==> config.mk <==
export PLATFORM = sky130hd
export DESIGN_NAME = swept_aabb_kinematic
export DESIGN_NICKNAME = d
export VERILOG_FILES = /design/src/hdl/swak_pkg.sv /design/src/hdl/swept_aabb_kinematic.sv /design/src/hdl/swak_ctrl.sv /design/src/hdl/swak_dp.sv
export SDC_FILE = /design/constraint.sdc
export NUM_CORES = 2
export LEC_CHECK = 0
export BUFFER_PORTS_ARGS = -buffer_cell sky130_fd_sc_hd__buf_2
export CAP_MARGIN = 20
export CORE_ASPECT_RATIO = 1.25
export CORE_MARGIN = 10
export CORE_UTILIZATION = 35
export CTS_CLUSTER_SIZE = 40
export DETAILED_ROUTE_END_ITERATION = 8
export GPL_ROUTABILITY_DRIVEN = 0
export SLEW_MARGIN = 0
export SYNTH_ARGS = -nofsm -noshare
export SYNTH_HDL_FRONTEND = slang
export SYNTH_SLANG_ARGS = --single-unit
==> constraint.sdc <==
create_clock -name clk -period 13.78 [get_ports clk]
set_input_delay 0.689 -clock clk [delete_from_list [all_inputs] [get_ports clk]]
set_output_delay 0.689 -clock clk [all_outputs]
set_load 0.02 [all_outputs]
==> src/hdl/swak_pkg.sv <==
// ----------------------------------------------------------------------------
// swak_pkg
// Shared types and constants for the swept box time-of-impact block.
// ----------------------------------------------------------------------------
package swak_pkg;

  localparam int DW = 46;   // displacement width, units of 2^-21 pixel
  localparam int QW = 31;   // quotient magnitude bits

  localparam logic signed [31:0] T_INF     = 32'sh7FFF_FFFF;
  localparam logic signed [31:0] T_NEG_INF = 32'sh8000_0000;
  localparam logic [30:0]        T_SAT     = 31'h7FFF_FFFE;
  localparam logic signed [31:0] T_ONE     = 32'sd32768;

  localparam logic [2:0] DIR_NONE   = 3'd0;
  localparam logic [2:0] DIR_LEFT   = 3'd1;
  localparam logic [2:0] DIR_RIGHT  = 3'd2;
  localparam logic [2:0] DIR_BOTTOM = 3'd3;
  localparam logic [2:0] DIR_TOP    = 3'd4;

  localparam logic OP_X = 1'b0;
  localparam logic OP_Y = 1'b1;

  localparam logic REG_FRAME_TIME = 1'b0;

  typedef enum logic [2:0] {
    ST_IDLE, ST_MUL1, ST_MUL2, ST_SUM, ST_DSET, ST_DRUN, ST_FIN
  } state_t;

  typedef struct packed {
    logic load;
    logic mul1;
    logic mul2;
    logic sum;
    logic div_start;
    logic div_step;
    logic div_store;
    logic div_sel;   // 0 entry, 1 exit
    logic finish;
  } cmd_t;

  typedef struct packed {
    logic div_last;
    logic out_full;
  } stat_t;

endpackage

==> src/hdl/swept_aabb_kinematic.sv <==
// ----------------------------------------------------------------------------
// swept_aabb_kinematic
// Swept box time of impact over one frame, one axis per input transfer.
//
// Input stream: in_tuser selects the axis (0 x, 1 y); in_tdata carries the
// edges, velocities and accelerations. An x transfer computes and holds the
// x-axis entry and exit times and produces nothing. A y transfer combines
// its times with the held x figures and produces one output transfer:
// entry_time (Q1.15, 1.0 = no hit) in out_tdata, contact side in out_tuser.
// Each item runs from acceptance through two multiply steps and a sum
// for the displacement, then two 31-step restoring divisions through
// one shared divider, one quotient bit per cycle.
// One item is in flight at a time; in_tready is high only while idle,
// so a new item is not accepted until the last one has finished.
// The result sits in an output register; if the receiver stalls, the next y
// item waits at its last step until that register is taken. The user writes
// frame_time through the cfg_ APB port only while idle; it is not enforced.
// Reset clears the held x figures to an unmoving x axis, sets frame_time
// to 16 and drops out_tvalid.
// ----------------------------------------------------------------------------
module swept_aabb_kinematic import swak_pkg::*; (
  input  logic         clk,
  input  logic         rst_n,
  input  logic         in_tvalid,
  output logic         in_tready,
  // mover_low, mover_high, other_low, other_high, mover_velocity,
  // mover_accel, other_velocity, other_accel
  input  logic [143:0] in_tdata,
  input  logic         in_tuser,   // op
  output logic         out_tvalid,
  input  logic         out_tready,
  output logic [15:0]  out_tdata,  // entry_time
  output logic [2:0]   out_tuser,  // direction
  input  logic         cfg_psel,
  input  logic         cfg_penable,
  input  logic         cfg_pwrite,
  input  logic [2:0]   cfg_paddr,
  input  logic [31:0]  cfg_pwdata,
  output logic [31:0]  cfg_prdata,
  output logic         cfg_pready
);

  cmd_t       cmd;
  stat_t      stat;
  logic [7:0] frame_r;

  assign cfg_pready = 1'b1;
  assign cfg_prdata = (cfg_paddr[2] == REG_FRAME_TIME) ? {24'd0, frame_r} : 32'd0;

  always_ff @(posedge clk) begin
    if (!rst_n) begin
      frame_r <= 8'd16;
    end else if (cfg_psel && cfg_penable && cfg_pwrite && cfg_pready &&
                 cfg_paddr[2] == REG_FRAME_TIME) begin
      frame_r <= cfg_pwdata[7:0];
    end
  end

  swak_ctrl u_ctrl (
    .clk      (clk),
    .rst_n    (rst_n),
    .in_valid (in_tvalid),
    .in_ready (in_tready),
    .stat     (stat),
    .cmd      (cmd)
  );

  swak_dp u_dp (
    .clk       (clk),
    .rst_n     (rst_n),
    .cmd       (cmd),
    .stat      (stat),
    .frame     (frame_r),
    .in_op     (in_tuser),
    .in_data   (in_tdata),
    .out_valid (out_tvalid),
    .out_ready (out_tready),
    .out_time  (out_tdata),
    .out_dir   (out_tuser)
  );

  a_busy: assert property (@(posedge clk) disable iff (!rst_n)
    in_tvalid && in_tready |=> !in_tready) else $error("accepted while busy");
  a_time: assert property (@(posedge clk) disable iff (!rst_n)
    out_tvalid |-> out_tdata <= 16'd32768) else $error("entry time out of range");
  a_dir: assert property (@(posedge clk) disable iff (!rst_n)
    out_tvalid |-> out_tuser <= DIR_TOP) else $error("bad direction");
  a_none: assert property (@(posedge clk) disable iff (!rst_n)
    out_tvalid && out_tuser == DIR_NONE |-> out_tdata == 16'd32768)
    else $error("no hit without time 1.0");

endmodule

==> src/hdl/swak_ctrl.sv <==
// ----------------------------------------------------------------------------
// swak_ctrl
// Sequencer: load, multiply, sum, two serial divisions, then finish.
// ----------------------------------------------------------------------------
module swak_ctrl import swak_pkg::*; (
  input  logic  clk,
  input  logic  rst_n,
  input  logic  in_valid,
  output logic  in_ready,
  input  stat_t stat,
  output cmd_t  cmd
);

  state_t state_r, state_nxt;
  logic   sel_r, sel_nxt;

  always_ff @(posedge clk) begin
    if (!rst_n) begin
      state_r <= ST_IDLE;
      sel_r   <= 1'b0;
    end else begin
      state_r <= state_nxt;
      sel_r   <= sel_nxt;
    end
  end

  always_comb begin
    state_nxt = state_r;
    sel_nxt   = sel_r;
    cmd       = '0;
    cmd.div_sel = sel_r;
    in_ready  = 1'b0;
    case (state_r)
      ST_IDLE: begin
        in_ready = 1'b1;
        if (in_valid) begin
          cmd.load  = 1'b1;
          state_nxt = ST_MUL1;
        end
      end
      ST_MUL1: begin
        cmd.mul1  = 1'b1;
        state_nxt = ST_MUL2;
      end
      ST_MUL2: begin
        cmd.mul2  = 1'b1;
        state_nxt = ST_SUM;
      end
      ST_SUM: begin
        cmd.sum   = 1'b1;
        sel_nxt   = 1'b0;
        state_nxt = ST_DSET;
      end
      ST_DSET: begin
        cmd.div_start = 1'b1;
        state_nxt     = ST_DRUN;
      end
      ST_DRUN: begin
        if (stat.div_last) begin
          cmd.div_store = 1'b1;
          sel_nxt       = 1'b1;
          state_nxt     = sel_r ? ST_FIN : ST_DSET;
        end else begin
          cmd.div_step = 1'b1;
        end
      end
      ST_FIN: begin
        if (!stat.out_full) begin
          cmd.finish = 1'b1;
          state_nxt  = ST_IDLE;
        end
      end
      default: state_nxt = ST_IDLE;
    endcase
  end

endmodule

==> src/hdl/swak_dp.sv <==
// ----------------------------------------------------------------------------
// swak_dp
// Datapath: displacement, gap select, restoring divider, axis combine.
// ----------------------------------------------------------------------------
module swak_dp import swak_pkg::*; (
  input  logic        clk,
  input  logic        rst_n,
  input  cmd_t        cmd,
  output stat_t       stat,
  input  logic [7:0]  frame,
  input  logic        in_op,
  input  logic [143:0] in_data,
  output logic        out_valid,
  input  logic        out_ready,
  output logic [15:0] out_time,
  output logic [2:0]  out_dir
);

  logic                 op_r;
  logic signed [15:0]   ml_r, mh_r, ol_r, oh_r;
  logic signed [16:0]   v_r;
  logic signed [24:0]   a_r;
  logic signed [25:0]   vt_r;
  logic signed [33:0]   at_r;
  logic signed [42:0]   att_r;
  logic signed [DW-1:0] d_r;
  logic [DW-1:0]        nd_r;
  logic [DW-1:0]        rem_r;
  logic [QW-1:0]        q_r;
  logic [4:0]           cnt_r;
  logic                 sat_r, qneg_r;
  logic signed [31:0]   ent_r, ext_r;
  logic signed [31:0]   hent_r, hext_r;
  logic                 hstill_r, hneg_r;
  logic                 ovalid_r;
  logic [15:0]          otime_r;
  logic [2:0]           odir_r;

  logic signed [8:0]    ts;
  logic signed [16:0]   gap;
  logic [15:0]          ng;
  logic [DW:0]          trial;
  logic [QW-1:0]        mag;
  logic signed [31:0]   qval;
  logic                 still, dneg;
  logic signed [31:0]   ye, yx, xe, xx, ent_m, ext_m;
  logic                 nohit;
  logic [2:0]           dir;

  assign ts    = $signed({1'b0, frame});
  assign still = (d_r == '0);
  assign dneg  = d_r[DW-1];
  assign gap   = (cmd.div_sel != dneg) ? (17'(oh_r) - 17'(ml_r)) : (17'(ol_r) - 17'(mh_r));
  assign ng    = gap[16] ? 16'(-gap) : 16'(gap);
  assign trial = {rem_r, 1'b0};
  assign mag   = (sat_r || q_r == '1) ? T_SAT : q_r;
  assign qval  = qneg_r ? -$signed({1'b0, mag}) : $signed({1'b0, mag});

  assign ye    = still ? T_NEG_INF : ent_r;
  assign yx    = still ? T_INF : ext_r;
  assign xe    = hstill_r ? T_NEG_INF : hent_r;
  assign xx    = hstill_r ? T_INF : hext_r;
  assign ent_m = (xe > ye) ? xe : ye;
  assign ext_m = (xx < yx) ? xx : yx;
  assign nohit = (ent_m > ext_m) || (xe[31] && ye[31]) || (xe > T_ONE) || (ye > T_ONE);
  assign dir   = (xe >= ye) ? (hneg_r ? DIR_LEFT : DIR_RIGHT) : (dneg ? DIR_BOTTOM : DIR_TOP);

  assign stat.div_last = (cnt_r == '0);
  assign stat.out_full = ovalid_r && !out_ready && op_r == OP_Y;
  assign out_valid = ovalid_r;
  assign out_time  = otime_r;
  assign out_dir   = odir_r;

  always_ff @(posedge clk) begin
    if (cmd.load) begin
      op_r <= in_op;
      ml_r <= in_data[15:0];
      mh_r <= in_data[31:16];
      ol_r <= in_data[47:32];
      oh_r <= in_data[63:48];
      v_r  <= 17'($signed(in_data[79:64])) - 17'($signed(in_data[119:104]));
      a_r  <= 25'($signed(in_data[103:80])) - 25'($signed(in_data[143:120]));
    end
    if (cmd.mul1) begin
      vt_r <= 26'(v_r * ts);
      at_r <= 34'(a_r * ts);
    end
    if (cmd.mul2) att_r <= 43'(at_r * ts);
    if (cmd.sum) begin
      d_r <= ((DW)'(vt_r) <<< 13) + ((DW)'(att_r) <<< 1) + (DW)'(att_r);
      nd_r <= d_r;
    end
    if (cmd.div_start) begin
      nd_r   <= dneg ? DW'(-d_r) : DW'(d_r);
      rem_r  <= DW'({ng, 5'b0});
      sat_r  <= (DW'({ng, 5'b0}) >= (dneg ? DW'(-d_r) : DW'(d_r)));
      qneg_r <= gap[16] != dneg;
      q_r    <= '0;
      cnt_r  <= 5'(QW);
    end
    if (cmd.div_step) begin
      cnt_r <= cnt_r - 5'd1;
      if (trial >= {1'b0, nd_r}) begin
        rem_r <= DW'(trial - {1'b0, nd_r});
        q_r   <= {q_r[QW-2:0], 1'b1};
      end else begin
        rem_r <= DW'(trial);
        q_r   <= {q_r[QW-2:0], 1'b0};
      end
    end
    if (cmd.div_store) begin
      if (cmd.div_sel) ext_r <= qval;
      else ent_r <= qval;
    end
    if (cmd.finish && op_r == OP_Y) begin
      otime_r <= nohit ? 16'(T_ONE) : ent_m[15:0];
      odir_r  <= nohit ? DIR_NONE : dir;
    end
  end

  always_ff @(posedge clk) begin
    if (!rst_n) begin
      hent_r   <= '0;
      hext_r   <= '0;
      hstill_r <= 1'b1;
      hneg_r   <= 1'b0;
      ovalid_r <= 1'b0;
    end else begin
      if (cmd.finish && op_r == OP_X) begin
        hent_r   <= ye;
        hext_r   <= yx;
        hstill_r <= still;
        hneg_r   <= dneg;
      end
      if (cmd.finish && op_r == OP_Y) ovalid_r <= 1'b1;
      else if (out_ready) ovalid_r <= 1'b0;
    end
  end

endmodule

==> results.md <==
- The sum of negative setup slack is 0 ns.
- The Yosys warning count is 0.
- The switching component of the power is 0.001786 W.
- Measured against its own limit, the worst slew margin works out to 23.17%.
- The number of clock sinks seen by CTS is 548.
- Static timing analysis puts the maximum clock frequency at 115.5 MHz.
- The boundary pin count is 241.
- The most used cell along the critical path is sky130_fd_sc_hd__a21o_1.
- By area the synthesized netlist is led by sky130_fd_sc_hd__edfxtp_1 (25%), sky130_fd_sc_hd__fa_1 (18%), sky130_fd_sc_hd__ha_1 (11%), sky130_fd_sc_hd__inv_1 (5.8%), sky130_fd_sc_hd__and2_1 (4.9%).
- The fraction of layout cells with a size suffix above 1 is 7.157%.
- The first-pass GRT wire length is 211.9 mm.
- The number of hold violations in the final report is 0.
- The power density over cell area is 89.39 mW/mm^2.
- The die is 465.1 um tall.
- The number of clock buffers added by TritonCTS is 67.
- Sequential cells account for 38.0% of the total power.
- The run finished with clean final reports.
- The core region is 0.1577 sq mm.
- The share of the clock period used by the worst path after layout is 62.81%.
- The biggest area contributor in the post-synthesis netlist is sky130_fd_sc_hd__edfxtp_1.
- The clock network accounts for 33.4% of the total power.
- From left edge to right edge, the die measures 376.0 um.
- The mean post-synth cell area is 9.544 sq um.
- The count of cell types in the netlist is 89.
- For this block, the initial DRC count from the detailed router was 2,039.
- The register-to-register setup slack is 5.13 ns.
- The synthesized netlist occupies a cell area of 0.05546 sq mm.
- The post-synthesis to final-layout area growth is 9.620%.
- The routed layout has 39,930 vias.
- In this run the remaining antenna-violating nets after routing total 0.
- The data arrival at the endpoint of the critical path is 9.07 ns.
- The internal cell power is 0.003649 W.
- In the final design database the tool counted 7,107 nets.
- Entering global routing, the biggest net connects 72 pins.
- For this run, the register share of the synthesized area comes to 28.25%.
- The number of max-cap violations is 0.
- Summed over its instances, the top area cell type makes up 25.39% of the synthesized netlist area.
- The number of placed instances, taps included, is 7,907.
- The average wire per cell in the routed design is 15.79 um.
- The clock tree from TritonCTS is built.
- In this run the worst path has a maximum fanout of 32.
- The largest individual stage delay along the critical path comes from the cell sky130_fd_sc_hd__o31ai_1.
- The synthesized design contains 469 enable-type register cells.
- The number of buffers inserted by hold repair at cts is 0.
- In this run the worst hold path is classified as primary input to flop.
- Of the total power, the share spent switching nets is 32.86%.
- The setup fix buffers added after clock tree synthesis is 0.
- The die covers 0.1749 sq mm.
- Clock-pin slew was measured on the worst setup and hold paths at 0.06 ns.
- For this run, the leading register cell type out of synthesis is sky130_fd_sc_hd__edfxtp_1.
- After filler insertion, the fill cell instance count of the layout stands at 15,620.
- For the worst setup path, the data required time is 14.20 ns.
- STA classifies the critical path endpoint as a flop.
- The finished layout holds 8,029 standard cells, fillers aside.
- The total track usage is 14.52%.
- For this run, design rule violations remaining after detail routing come to 0.
- The total setup violations reported at the end of the flow is 0.
- The peak per-stage delay on the critical path is 0.66 ns.
- The kind of start point of the critical path is a flop.
- The buffer type at the clock tree root is sky130_fd_sc_hd__clkbuf_16.
- The via count of the first global-routing pass was 41,770.
- The relative contribution of combinational cells to total power is 28.6%.
- The level count of the clock H-tree is 3.
- The time the final worst path needs with I/O delays and setup is 8.655 ns.
- For the worst-skew pair, the clock arrives at the later sink with an insertion delay of 0.67 ns.
- The worst supply voltage drop on vdd is 0.08616 mV.
- The post-cts resize count is 0.
- Summed over all cells, the static leakage comes to 28.33 nW.
- Counting every instance in the synthesized netlist gives 5,811.
- The number of detailed-route iterations in the first pass is 6.
- The maximum clock insertion buffer count is 3.
- The type of the worst setup path is flop to flop.
- The slew at the pin closest to its max-slew limit is 1.123 ns.
- After global routing the overflow that remains totals 0.
- The async set-reset flop share out of synthesis is 0%.
- The number of antenna violations at the first check in global routing is 2.
- The number of synthesized register bits is 548.
- Using the TritonRoute via totals, the vias-per-cell ratio works out to 4.973.
- Input and output buffers added on the ports amount to 189.
- The estimated wirelength of the detail-placed design is 99.09 mm.
- The initial core utilization is 35.18%.
- The final wirelength is 126.8 mm.
- The count of pins over their slew limit came to 0.
- Setup repair after global routing left no endpoint under its margin.
- Together, buffers and inverters on the worst path number 3.
- The tightest hold margin is 0.2040 ns.
- Grouping stages by cell kind, the critical path spends the most delay in compound AO/OA/AOI/OAI gates.
- In this run the core area contains 163 standard-cell rows.
- The final clock skew is 0.03119 ns.
## cells in the final DEF (no fill, tap or decap), drive strengths merged, types with 13 or more instances in the layout
| master | count |
|---|---|
| or4 | 13 |
| nand2 | 541 |
| o211a | 38 |
| o311ai | 21 |
| nand2b | 71 |
| mux2i | 47 |
| nor4 | 30 |
| a21o | 116 |
| inv | 862 |
| and3 | 54 |
| nand4 | 51 |
| nor2 | 325 |
| clkbuf | 83 |
| a21boi | 26 |
| o21a | 67 |
| dfxtp | 79 |
| or2 | 17 |
| ha | 495 |
| and2 | 433 |
| o211ai | 15 |
| o31ai | 25 |
| clkinv | 22 |
| mux2 | 36 |
| a31oi | 25 |
| xor2 | 86 |
| o21bai | 21 |
| nand3 | 68 |
| xnor2 | 199 |
| o21ai | 215 |
| nor3 | 73 |
| buf | 224 |
| edfxtp | 469 |
| or3 | 35 |
| fa | 510 |
| conb | 25 |
| nor2b | 83 |
| a21oi | 260 |
| a211oi | 42 |
## synthesized netlist by cell type (68+ instances only)
cell                       number
sky130_fd_sc_hd__inv_1        857
sky130_fd_sc_hd__nand2_1      540
sky130_fd_sc_hd__fa_1         510
sky130_fd_sc_hd__ha_1         495
sky130_fd_sc_hd__edfxtp_1     469
sky130_fd_sc_hd__and2_1       432
sky130_fd_sc_hd__nor2_1       325
sky130_fd_sc_hd__a21oi_1      260
sky130_fd_sc_hd__o21ai_0      215
sky130_fd_sc_hd__xnor2_1      199
sky130_fd_sc_hd__clkbuf_1     173
sky130_fd_sc_hd__a21o_1       116
sky130_fd_sc_hd__xor2_1        86
sky130_fd_sc_hd__nor2b_1       83
sky130_fd_sc_hd__dfxtp_1       79
sky130_fd_sc_hd__nor3_1        73
sky130_fd_sc_hd__nand2b_1      71
sky130_fd_sc_hd__nand3_1       68
## per-stage QoR
stage	instance area [sq um]	utilization, %	setup WS [ns]	power [W]
floorplan	55550	-	5.869	0.003240
global placement	58500	37.11	5.049	0.003635
detailed placement	58540	37.14	5.051	0.003664
CTS	60770	38.55	5.053	0.005505
global route	60790	38.56	4.666	0.005786
finish	60790	38.56	5.125	0.005434
## per-layer routing
layer | track usage, % | wire length, um | vias to the layer above
met3 | 1.732 | 4249 | 187
met2 | 26.32 | 63960 | 664
met5 | 0 | 0 | -
met4 | 4.700 | 3775 | 0
met1 | 17.74 | 54780 | 19460
li1 | - | - | 19620
## power groups by stage
stage / clock, W / sequential [W] / combinational, W
3_3_place_gp: 0 / 0.00210 / 0.00153
6_report: 0.00181 / 0.00207 / 0.00155
2_1_floorplan: 0 / 0.00205 / 0.00119
3_5_place_dp: 0 / 0.00210 / 0.00156
5_1_grt: 0.00192 / 0.00208 / 0.00178
4_1_cts: 0.00186 / 0.00207 / 0.00157
## cell families (layout without fill, tap and decap cells)
kind of cell    after synthesis  after routing  share of synthesized area, %
mux                          83             83                         1.776
xor+xnor                    285            285                         4.501
compound gates              984            984                         11.66
other cells                   2             26                       0.01354
buf+inv                    1069           1201                         7.450
fa+ha+maj                  1005           1005                         29.58
simple gates               1835           1835                         16.78
flops                       548            548                         28.25
## final timing paths
kind	to	cells past startpoint	from
worst max register to register	u_dp.out_time[15]	29	u_dp.d_r[10]
worst min-delay path	u_dp.oh_r[8]	1	in_tdata[56]
worst min register to register	u_dp.hext_r[31]	2	u_dp.hext_r[31]
worst max-delay path	u_dp.out_time[15]	29	u_dp.d_r[10]
## layout make-up
type	instances	area, sq um	share of cell area (%)
antenna	1	2.502	0.004116
clock buffer	83	1767	2.906
clock inverter	37	461.7	0.7594
inverter	857	3217	5.291
multi-input combinational	4217	35840	58.95
sequential	548	15680	25.79
tap	2062	2580	4.244
timing repair buffer	224	1254	2.062
## state kept, by name, summed over array words and instances, names as in the netlist, 3 cells and up
register        cells
u_dp.d_r           46
u_dp.v_r           17
u_ctrl.state_r      3
u_dp.a_r           25
u_dp.oh_r          16
u_dp.ml_r          16
u_dp.att_r         43
frame_r             8
u_dp.at_r          34
u_dp.ent_r         32
u_dp.vt_r          26
u_dp.nd_r          46
u_dp.ext_r         32
u_dp.out_dir        3
u_dp.q_r           31
u_dp.ol_r          16
u_dp.hext_r        32
u_dp.out_time      16
u_dp.cnt_r          5
u_dp.mh_r          16
u_dp.hent_r        32
u_dp.rem_r         46
## worst register-to-register path, delay by kind of cell (launching register included)
kind | cells | cell delay, ns
muxes | 2 | 0.85
DFF | 1 | 0.45
adders and majority gates | 2 | 0.64
AOI/OAI and AO/OA | 14 | 2.74
buffers and inverters | 3 | 1.08
and+or+nand+nor | 8 | 2.63
Power figures use the tool's default switching activity.
